===== src/sv/leua_pkg.sv =====
// Shared types and constants of the encoder unwrap and electrical angle block.
`timescale 1ns / 1ps
`default_nettype none
package leua_pkg;

  localparam int FRAME_W   = 18;
  localparam int FLAG_W    = 6;
  localparam int POS_W     = 12;  // one period is 2**POS_W counts
  localparam int WRAP_W    = 16;
  localparam int UNW_W     = WRAP_W + POS_W;
  localparam int CFG_W     = 16;
  localparam int ANGLE_W   = 16;

  localparam int IN_TDATA_W  = 24;
  localparam int OUT_TDATA_W = 64;
  localparam int APB_ADDR_W  = 3;
  localparam int APB_DATA_W  = 32;

  localparam logic [POS_W:0] HALF_PERIOD = (POS_W + 1)'(2 ** (POS_W - 1));

  localparam logic [CFG_W-1:0] CPPP_RST   = 16'd4096;
  localparam logic [CFG_W-1:0] OFFSET_RST = 16'd1658;

  // Divider steps: one dividend bit per cycle
  localparam int DIV_CNT_W = $clog2(UNW_W);

  // Scale by 32/25: x = rem << 5, then floor(x / 25) by reciprocal multiply
  localparam int SCALE_SHIFT = 5;
  localparam int X_W         = CFG_W + SCALE_SHIFT;
  localparam int RECIP_SHIFT = 26;
  localparam int RECIP_W     = 22;
  localparam logic [RECIP_W-1:0] RECIP_MULT = RECIP_W'((2 ** RECIP_SHIFT + 24) / 25);
  localparam int PROD_W      = X_W + RECIP_W;
  localparam int QUOT_W      = PROD_W - RECIP_SHIFT;

  typedef enum logic [1:0] {
    ST_IDLE,
    ST_START,
    ST_DIV,
    ST_SCALE
  } state_e;

  typedef enum logic {
    REG_CPPP   = 1'b0,
    REG_OFFSET = 1'b1
  } reg_e;

  typedef struct packed {
    logic busy;
    logic done;
  } div_stat_t;

endpackage
`default_nettype wire


===== src/sv/leua_cfg.sv =====
// Configuration registers behind the APB port.
`timescale 1ns / 1ps
`default_nettype none
module leua_cfg (
  input  wire logic                              clk_i,
  input  wire logic                              rst_ni,
  input  wire logic                              psel,
  input  wire logic                              penable,
  input  wire logic                              pwrite,
  input  wire logic [leua_pkg::APB_ADDR_W-1:0]   paddr,
  input  wire logic [leua_pkg::APB_DATA_W-1:0]   pwdata,
  output logic      [leua_pkg::APB_DATA_W-1:0]   prdata,
  output logic                                   pready,
  output logic      [leua_pkg::CFG_W-1:0]        cppp_o,
  output logic      [leua_pkg::CFG_W-1:0]        offset_o
);

  logic [leua_pkg::CFG_W-1:0] cppp_q, cppp_d;
  logic [leua_pkg::CFG_W-1:0] offset_q, offset_d;
  leua_pkg::reg_e             addr_sel;
  logic                       wr_en;

  assign pready   = 1'b1;
  assign addr_sel = leua_pkg::reg_e'(paddr[2]);
  assign wr_en    = psel && penable && pwrite && pready;

  always_comb begin
    cppp_d   = cppp_q;
    offset_d = offset_q;
    prdata   = '0;
    unique case (addr_sel)
      leua_pkg::REG_CPPP: begin
        prdata = {{(leua_pkg::APB_DATA_W - leua_pkg::CFG_W){1'b0}}, cppp_q};
        if (wr_en) cppp_d = pwdata[leua_pkg::CFG_W-1:0];
      end
      leua_pkg::REG_OFFSET: begin
        prdata = {{(leua_pkg::APB_DATA_W - leua_pkg::CFG_W){1'b0}}, offset_q};
        if (wr_en) offset_d = pwdata[leua_pkg::CFG_W-1:0];
      end
      default: prdata = '0;
    endcase
  end

  always_ff @(posedge clk_i or negedge rst_ni) begin
    if (!rst_ni) begin
      cppp_q   <= leua_pkg::CPPP_RST;
      offset_q <= leua_pkg::OFFSET_RST;
    end else begin
      cppp_q   <= cppp_d;
      offset_q <= offset_d;
    end
  end

  assign cppp_o   = cppp_q;
  assign offset_o = offset_q;

endmodule
`default_nettype wire


===== src/sv/leua_unwrap.sv =====
// Period tracking: last position and wrap counter, unwrapped position.
`timescale 1ns / 1ps
`default_nettype none
module leua_unwrap (
  input  wire logic                          clk_i,
  input  wire logic                          rst_ni,
  input  wire logic                          en_i,
  input  wire logic [leua_pkg::POS_W-1:0]    pos_i,
  output logic      [leua_pkg::UNW_W-1:0]    unw_o
);

  logic [leua_pkg::POS_W-1:0]  last_q, last_d;
  logic [leua_pkg::WRAP_W-1:0] wrap_q, wrap_d;
  logic [leua_pkg::POS_W:0]    diff;
  logic                        step_up, step_dn;

  always_comb begin
    diff    = {1'b0, last_q} - {1'b0, pos_i};
    step_up = $signed(diff) > $signed(leua_pkg::HALF_PERIOD);
    step_dn = $signed(diff) < -$signed(leua_pkg::HALF_PERIOD);
    wrap_d  = wrap_q;
    last_d  = last_q;
    if (en_i) begin
      last_d = pos_i;
      if (step_up) wrap_d = wrap_q + 1'b1;
      else if (step_dn) wrap_d = wrap_q - 1'b1;
    end
  end

  always_ff @(posedge clk_i or negedge rst_ni) begin
    if (!rst_ni) begin
      last_q <= '0;
      wrap_q <= '0;
    end else begin
      last_q <= last_d;
      wrap_q <= wrap_d;
    end
  end

  // One period is a power of two: counter and position concatenate
  assign unw_o = {wrap_d, pos_i};

endmodule
`default_nettype wire


===== src/sv/leua_div.sv =====
// Restoring divider, one dividend bit per cycle; yields the remainder.
`timescale 1ns / 1ps
`default_nettype none
module leua_div (
  input  wire logic                          clk_i,
  input  wire logic                          rst_ni,
  input  wire logic                          start_i,
  input  wire logic [leua_pkg::UNW_W-1:0]    dividend_i,
  input  wire logic [leua_pkg::CFG_W-1:0]    divisor_i,
  output logic      [leua_pkg::CFG_W-1:0]    rem_o,
  output leua_pkg::div_stat_t                stat_o
);

  logic [leua_pkg::UNW_W-1:0]     dvd_q, dvd_d;
  logic [leua_pkg::CFG_W-1:0]     dsr_q, dsr_d;
  logic [leua_pkg::CFG_W-1:0]     rem_q, rem_d;
  logic [leua_pkg::DIV_CNT_W-1:0] cnt_q, cnt_d;
  logic                           busy_q, busy_d;
  logic                           done_q, done_d;
  logic [leua_pkg::CFG_W:0]       trial;
  logic [leua_pkg::CFG_W+1:0]     sub;

  always_comb begin
    trial  = {rem_q, dvd_q[leua_pkg::UNW_W-1]};
    sub    = {1'b0, trial} - {2'b00, dsr_q};
    dvd_d  = dvd_q;
    dsr_d  = dsr_q;
    rem_d  = rem_q;
    cnt_d  = cnt_q;
    busy_d = busy_q;
    done_d = 1'b0;
    if (start_i) begin
      dvd_d  = dividend_i;
      dsr_d  = divisor_i;
      rem_d  = '0;
      cnt_d  = leua_pkg::DIV_CNT_W'(leua_pkg::UNW_W - 1);
      busy_d = 1'b1;
    end else if (busy_q) begin
      // keep the difference when the divisor fits, else restore
      rem_d = sub[leua_pkg::CFG_W+1] ? trial[leua_pkg::CFG_W-1:0] : sub[leua_pkg::CFG_W-1:0];
      dvd_d = {dvd_q[leua_pkg::UNW_W-2:0], 1'b0};
      cnt_d = cnt_q - 1'b1;
      if (cnt_q == '0) begin
        busy_d = 1'b0;
        done_d = 1'b1;
      end
    end
  end

  always_ff @(posedge clk_i or negedge rst_ni) begin
    if (!rst_ni) begin
      cnt_q  <= '0;
      busy_q <= 1'b0;
      done_q <= 1'b0;
    end else begin
      cnt_q  <= cnt_d;
      busy_q <= busy_d;
      done_q <= done_d;
    end
  end

  always_ff @(posedge clk_i) begin
    dvd_q <= dvd_d;
    dsr_q <= dsr_d;
    rem_q <= rem_d;
  end

  // zero divisor gives a zero remainder
  assign rem_o       = (dsr_q == '0) ? '0 : rem_q;
  assign stat_o.busy = busy_q;
  assign stat_o.done = done_q;

endmodule
`default_nettype wire


===== src/sv/linear_encoder_unwrap_angle_core.sv =====
// Top level: frame decode, unwrap, remainder, 32/25 scaling and output register.
// An accepted item goes through the start state, the divide state and the scale state into the output register.
// One item is at work at a time, and the 28-step divider sets the pace; a new item is taken only back in idle.
// Input is not ready while an item is at work; a waiting result stalls only the last step.
// Reset: asynchronous, active low; clears the wrap counter, last position, sequencer and
// output valid, and loads the register reset values.
`timescale 1ns / 1ps
`default_nettype none
module linear_encoder_unwrap_angle_core (
  input  wire logic                                clk_i,
  input  wire logic                                rst_ni,
  // tdata: raw_frame[17:0], zero pad [23:18]
  input  wire logic                                s_axis_tvalid_i,
  output logic                                     s_axis_tready_o,
  input  wire logic [leua_pkg::IN_TDATA_W-1:0]     s_axis_tdata_i,
  // tdata: electrical_angle[15:0], unwrapped_position[43:16], raw_position[55:44],
  // parity_bit[56], magnet_decrease[57], magnet_increase[58], linearity_alarm[59],
  // cordic_overflow[60], offset_done[61], zero pad [63:62]
  output logic                                     m_axis_tvalid_o,
  input  wire logic                                m_axis_tready_i,
  output logic      [leua_pkg::OUT_TDATA_W-1:0]    m_axis_tdata_o,
  input  wire logic                                psel,
  input  wire logic                                penable,
  input  wire logic                                pwrite,
  input  wire logic [leua_pkg::APB_ADDR_W-1:0]     paddr,
  input  wire logic [leua_pkg::APB_DATA_W-1:0]     pwdata,
  output logic      [leua_pkg::APB_DATA_W-1:0]     prdata,
  output logic                                     pready
);

  leua_pkg::state_e                 state_q, state_d;
  leua_pkg::div_stat_t              div_st;
  logic [leua_pkg::CFG_W-1:0]       cppp, offset;
  logic [leua_pkg::FRAME_W-1:0]     frame;
  logic [leua_pkg::POS_W-1:0]       pos_in;
  logic [leua_pkg::UNW_W-1:0]       unw_new;
  logic [leua_pkg::FLAG_W-1:0]      flags_q, flags_d;
  logic [leua_pkg::POS_W-1:0]       pos_q, pos_d;
  logic [leua_pkg::UNW_W-1:0]       unw_q, unw_d;
  logic [leua_pkg::UNW_W-1:0]       mag;
  logic                             neg;
  logic [leua_pkg::CFG_W-1:0]       rem;
  logic [leua_pkg::X_W-1:0]         x_val;
  logic [leua_pkg::PROD_W-1:0]      prod_q, prod_d;
  logic [leua_pkg::QUOT_W-1:0]      quot;
  logic [leua_pkg::ANGLE_W-1:0]     q_lo, angle;
  logic [leua_pkg::OUT_TDATA_W-1:0] out_q, out_d;
  logic                             out_valid_q, out_valid_d;
  logic                             in_acc, div_start, out_free, out_load;

  assign frame  = s_axis_tdata_i[leua_pkg::FRAME_W-1:0];
  assign pos_in = frame[leua_pkg::FRAME_W-1:leua_pkg::FLAG_W];
  assign in_acc = s_axis_tvalid_i && s_axis_tready_o;

  leua_cfg u_cfg (
    .clk_i    (clk_i),
    .rst_ni   (rst_ni),
    .psel     (psel),
    .penable  (penable),
    .pwrite   (pwrite),
    .paddr    (paddr),
    .pwdata   (pwdata),
    .prdata   (prdata),
    .pready   (pready),
    .cppp_o   (cppp),
    .offset_o (offset)
  );

  leua_unwrap u_unwrap (
    .clk_i  (clk_i),
    .rst_ni (rst_ni),
    .en_i   (in_acc),
    .pos_i  (pos_in),
    .unw_o  (unw_new)
  );

  assign neg = unw_q[leua_pkg::UNW_W-1];
  assign mag = neg ? (~unw_q + 1'b1) : unw_q;

  leua_div u_div (
    .clk_i      (clk_i),
    .rst_ni     (rst_ni),
    .start_i    (div_start),
    .dividend_i (mag),
    .divisor_i  (cppp),
    .rem_o      (rem),
    .stat_o     (div_st)
  );

  assign x_val    = {rem, {leua_pkg::SCALE_SHIFT{1'b0}}};
  assign quot     = prod_q[leua_pkg::PROD_W-1:leua_pkg::RECIP_SHIFT];
  assign q_lo     = quot[leua_pkg::ANGLE_W-1:0];
  // apply the unwrapped position's sign, then the offset, modulo 2**16
  assign angle    = offset + (neg ? (~q_lo + 1'b1) : q_lo);
  assign out_free = !out_valid_q || m_axis_tready_i;

  always_comb begin
    state_d         = state_q;
    s_axis_tready_o = 1'b0;
    div_start       = 1'b0;
    out_load        = 1'b0;
    flags_d         = flags_q;
    pos_d           = pos_q;
    unw_d           = unw_q;
    prod_d          = prod_q;
    unique case (state_q)
      leua_pkg::ST_IDLE: begin
        s_axis_tready_o = 1'b1;
        if (s_axis_tvalid_i) begin
          flags_d = frame[leua_pkg::FLAG_W-1:0];
          pos_d   = pos_in;
          unw_d   = unw_new;
          state_d = leua_pkg::ST_START;
        end
      end
      leua_pkg::ST_START: begin
        div_start = 1'b1;
        state_d   = leua_pkg::ST_DIV;
      end
      leua_pkg::ST_DIV: begin
        if (div_st.done) begin
          prod_d  = leua_pkg::PROD_W'(x_val) * leua_pkg::PROD_W'(leua_pkg::RECIP_MULT);
          state_d = leua_pkg::ST_SCALE;
        end
      end
      leua_pkg::ST_SCALE: begin
        // hold until the output register frees up
        if (out_free) begin
          out_load = 1'b1;
          state_d  = leua_pkg::ST_IDLE;
        end
      end
      default: state_d = leua_pkg::ST_IDLE;
    endcase
  end

  always_comb begin
    out_d       = out_q;
    out_valid_d = out_valid_q;
    if (out_load) begin
      out_d       = {2'b00, flags_q, pos_q, unw_q, angle};
      out_valid_d = 1'b1;
    end else if (m_axis_tready_i) begin
      out_valid_d = 1'b0;
    end
  end

  always_ff @(posedge clk_i or negedge rst_ni) begin
    if (!rst_ni) begin
      state_q     <= leua_pkg::ST_IDLE;
      out_valid_q <= 1'b0;
    end else begin
      state_q     <= state_d;
      out_valid_q <= out_valid_d;
    end
  end

  always_ff @(posedge clk_i) begin
    flags_q <= flags_d;
    pos_q   <= pos_d;
    unw_q   <= unw_d;
    prod_q  <= prod_d;
    out_q   <= out_d;
  end

  assign m_axis_tvalid_o = out_valid_q;
  assign m_axis_tdata_o  = out_q;

`ifndef SYNTHESIS
  a_busy_not_ready: assert property (@(posedge clk_i) disable iff (!rst_ni)
    div_st.busy |-> !s_axis_tready_o)
    else $error("input ready while divider busy");

  a_accept_starts: assert property (@(posedge clk_i) disable iff (!rst_ni)
    in_acc |=> (state_q == leua_pkg::ST_START))
    else $error("accepted item did not start the divider");

  a_done_in_div: assert property (@(posedge clk_i) disable iff (!rst_ni)
    div_st.done |-> (state_q == leua_pkg::ST_DIV))
    else $error("divider finished outside the divide state");

  a_start_idle_div: assert property (@(posedge clk_i) disable iff (!rst_ni)
    div_start |=> div_st.busy)
    else $error("divider did not go busy after start");
`endif

endmodule
`default_nettype wire

===== config.mk =====
export PLATFORM = sky130hd
export DESIGN_NAME = linear_encoder_unwrap_angle_core
export DESIGN_NICKNAME = d
export VERILOG_FILES = /design/src/sv/leua_pkg.sv /design/src/sv/leua_cfg.sv /design/src/sv/leua_unwrap.sv /design/src/sv/leua_div.sv /design/src/sv/linear_encoder_unwrap_angle_core.sv
export SDC_FILE = /design/constraint.sdc
export NUM_CORES = 1
export LEC_CHECK = 0
export ABC_AREA = 1
export BUFFER_PORTS_ARGS = -buffer_cell sky130_fd_sc_hd__buf_2
export CORE_MARGIN = 1.5
export CORE_UTILIZATION = 56
export DETAILED_ROUTE_END_ITERATION = 12
export PLACE_DENSITY = 0.78
export REMOVE_ABC_BUFFERS = 1
export SLEW_MARGIN = 20
export SYNTH_ARGS = -nofsm -noshare
export SYNTH_HDL_FRONTEND = slang
export SYNTH_HIERARCHICAL = 1
export SYNTH_SLANG_ARGS = --single-unit

===== constraint.sdc =====
create_clock -name clk_i -period 5.8 [get_ports clk_i]
set_clock_uncertainty 0.1 [all_clocks]
set_input_delay 0.29 -clock clk_i [delete_from_list [all_inputs] [get_ports clk_i]]
set_output_delay 0.29 -clock clk_i [all_outputs]
set_load 0.02 [all_outputs]

==> results_dict.tcl <==
set metrics [dict create \
    status "finished with violations" \
    violations "setup timing" \
    synth.yosys.warnings 6 \
    setup_repair_after_global_routing_missed_its_margin "true" \
    detail_route.iter0.violations 1384 \
    f_max_ghz 0.169 \
    port_buffers 121 \
    ant_nets 0 \
    post-dp-hpwl_um 43100 \
    vias 17500 \
    cts_buffer_depth 3 \
    cts_inserted_buffers 26 \
    timing.slew.headroom 0.300 \
    final_cell_mix "sky130_fd_sc_hd__nand2_1, sky130_fd_sc_hd__inv_1, sky130_fd_sc_hd__nand3_1, sky130_fd_sc_hd__ha_1, sky130_fd_sc_hd__edfxtp_1" \
    grt_first_pass_wirelength_um 91700 \
    htree_levels 1 \
    commonest_non_fill_non_tap_cell_in_the_layout "sky130_fd_sc_hd__nand2_1" \
    grt_pass1_vias 17600 \
    placed_area_um2 22400 \
    drt_drc_violations_left 0 \
    max_cap_violation_count 0 \
    core.rowCount 70 \
    finalInstanceArea_um2 24700 \
    critical_path.most_common_cell "sky130_fd_sc_hd__fa_1" \
    synthesis.instances 2505 \
    die-width_um 196 \
    ir_drop_mv 0.216 \
    timing.rr.end "prod_q[35]" \
    worst_setup_path_start_kind "register" \
    die-area_um2 38300 \
    insertion_delay_ns 0.54 \
    total_global_route_track_usage 0.302 \
    core_region_area_um2 36600 \
    place.gp.congestion 0.974 \
    nFillCells 2887 \
    critPathMaxStageDelay_ns 0.57 \
    routedWlPerCell_um 17.7 \
    required_ns 5.99 \
    timing.critical_path.arrival_ns 6.10 \
    final.setup.worst_slack_ns -0.117 \
    power.density_cell_area_nw_per_um2 172 \
    synth.avg_cell_area_um2 8.31 \
    final.period_utilization 1.02 \
    total_leakage_power_nw 12.4 \
    layout-drive-gt1-share 0.194 \
    initial_antenna_violation_count 2 \
    critPathSlowestCell "sky130_fd_sc_hd__fa_1" \
    tritoncts "yes" \
    timing_max_transition_violations_final 0 \
    area.growth.synth_to_final_pct 18.5 \
    pin_count 165 \
    tritoncts_num_sinks 254 \
    worst-r2r-cell-count 25 \
    crit_fanout 6 \
    clock_tree.root_cell "sky130_fd_sc_hd__clkbuf_16" \
    clk_transition_reported_paths_ns 0.07 \
    hold_depth 4 \
    report.power.total_w 0.00424 \
    detail_route.vias_per_cell 5.40 \
    first_pass_iters 6 \
    routed_wl_um 57300 \
    worst_path_depth 25 \
    min_from "s_axis_tvalid_i" \
    hp-class "in -> reg" \
    worst-setup-path-type "reg -> reg" \
    whs_endpoint "state_q[1]" \
    setup-violations-final 13 \
    cp_num_buf_inv 8 \
    starting_density_of_the_core 0.569 \
    final_period_minus_worst_setup_slack_ns 5.92 \
    regToRegStartpoint "u_div/dsr_q[0]" \
    grt_max_degree 71 \
    grt.overflow.total 0 \
    dieHeight_um 196 \
    ff2ff_setup_slack_ns -0.12 \
    nNetsFinal 3127 \
    mappedNetlistArea_um2 20800 \
    worst_slew_pin_slew_ns 1.05 \
    crit_path_end_kind "register" \
    final-hold-violation-count 0 \
    crit_family "adder cells" \
]
## how the worst max path moves through the flow
| stage | start | to | slack, ns |
|---|---|---|---|
| finish | u_div/dsr_q[0] | prod_q[35] | -0.12 |
| floorplan | u_div/dsr_q[1] | prod_q[38] | -0.37 |
| CTS | u_div/dsr_q[3] | prod_q[38] | -0.07 |
| global placement | u_div/dsr_q[7] | prod_q[38] | -0.48 |
| global route | u_div/dsr_q[0] | prod_q[35] | -0.36 |
| detailed placement | u_div/dsr_q[7] | prod_q[38] | -0.55 |
## where the power goes
group          switching, W  internal, W  total (W)  leakage (nW)
registers         0.0000528      0.00199    0.00204          2.48
clock network      0.000715      0.00105    0.00177         0.434
logic              0.000286     0.000146   0.000433          9.52
## tightest hold or removal path: cells and delay by family
family | cells | cell delay (ns)
AND/OR/NAND/NOR | 1 | 0.13
AO/OA/AOI/OAI | 2 | 0.24
buffers and inverters | 1 | 0.09
## final cells by class
cell class | instances | area (µm²) | area share
Antenna cell | 2 | 5.00 | 0.000203
Multi-Input combinational cell | 1749 | 12500 | 0.507
Sequential cell | 254 | 7130 | 0.289
Tap cell | 468 | 586 | 0.0237
Clock buffer | 34 | 712 | 0.0288
Inverter | 436 | 1640 | 0.0664
Timing Repair Buffer | 278 | 1900 | 0.0771
Clock inverter | 14 | 190 | 0.00771
## through the flow
step / TNS (ns) / util / hold WS (ns) / worst slack [ns] / std cells
2_1_floorplan: -4.16 / - / -0.106 / -0.370 / 2439
3_3_place_gp: -5.47 / 0.612 / 0.301 / -0.485 / 3141
3_5_place_dp: -6.56 / 0.612 / 0.305 / -0.546 / 3141
4_1_cts: -0.286 / 0.668 / 0.133 / -0.0695 / 3230
5_1_grt: -4.21 / 0.674 / 0.172 / -0.364 / 3235
6_report: -0.733 / 0.674 / 0.157 / -0.117 / 3235
## layer usage
layer  track usage  part of all wire  vias to the layer above
li1              -                 -                     8381
met1         0.415              0.43                     8303
met2         0.497              0.47                      665
met3        0.0340             0.061                      133
met4         0.112             0.042                        0
met5             0                 0                        -
## what timing repair did
action	4_1_cts	5_1_grt
setup endpoints to repair	16	16
buffers inserted	5	3
pin swaps	96	43
hold buffers	36	0
resized for setup	182	45
endpoints found under the hold margin	137	0
gates cloned	1	0
## registers in the layout (all words and copies together) (netlist names), 2 cells and up
name,count
pos_q,12
u_cfg/cppp_o,16
u_div/cnt_q,5
prod_q,16
flags_q,6
u_div/dvd_q,28
u_div/dsr_q,16
u_cfg/offset_o,16
state_q,2
unw_q,28
u_unwrap/last_q,12
u_div/rem_q,16
m_axis_tdata_o,62
u_unwrap/wrap_q,16
No activity file was read; power rests on OpenSTA's default activity.
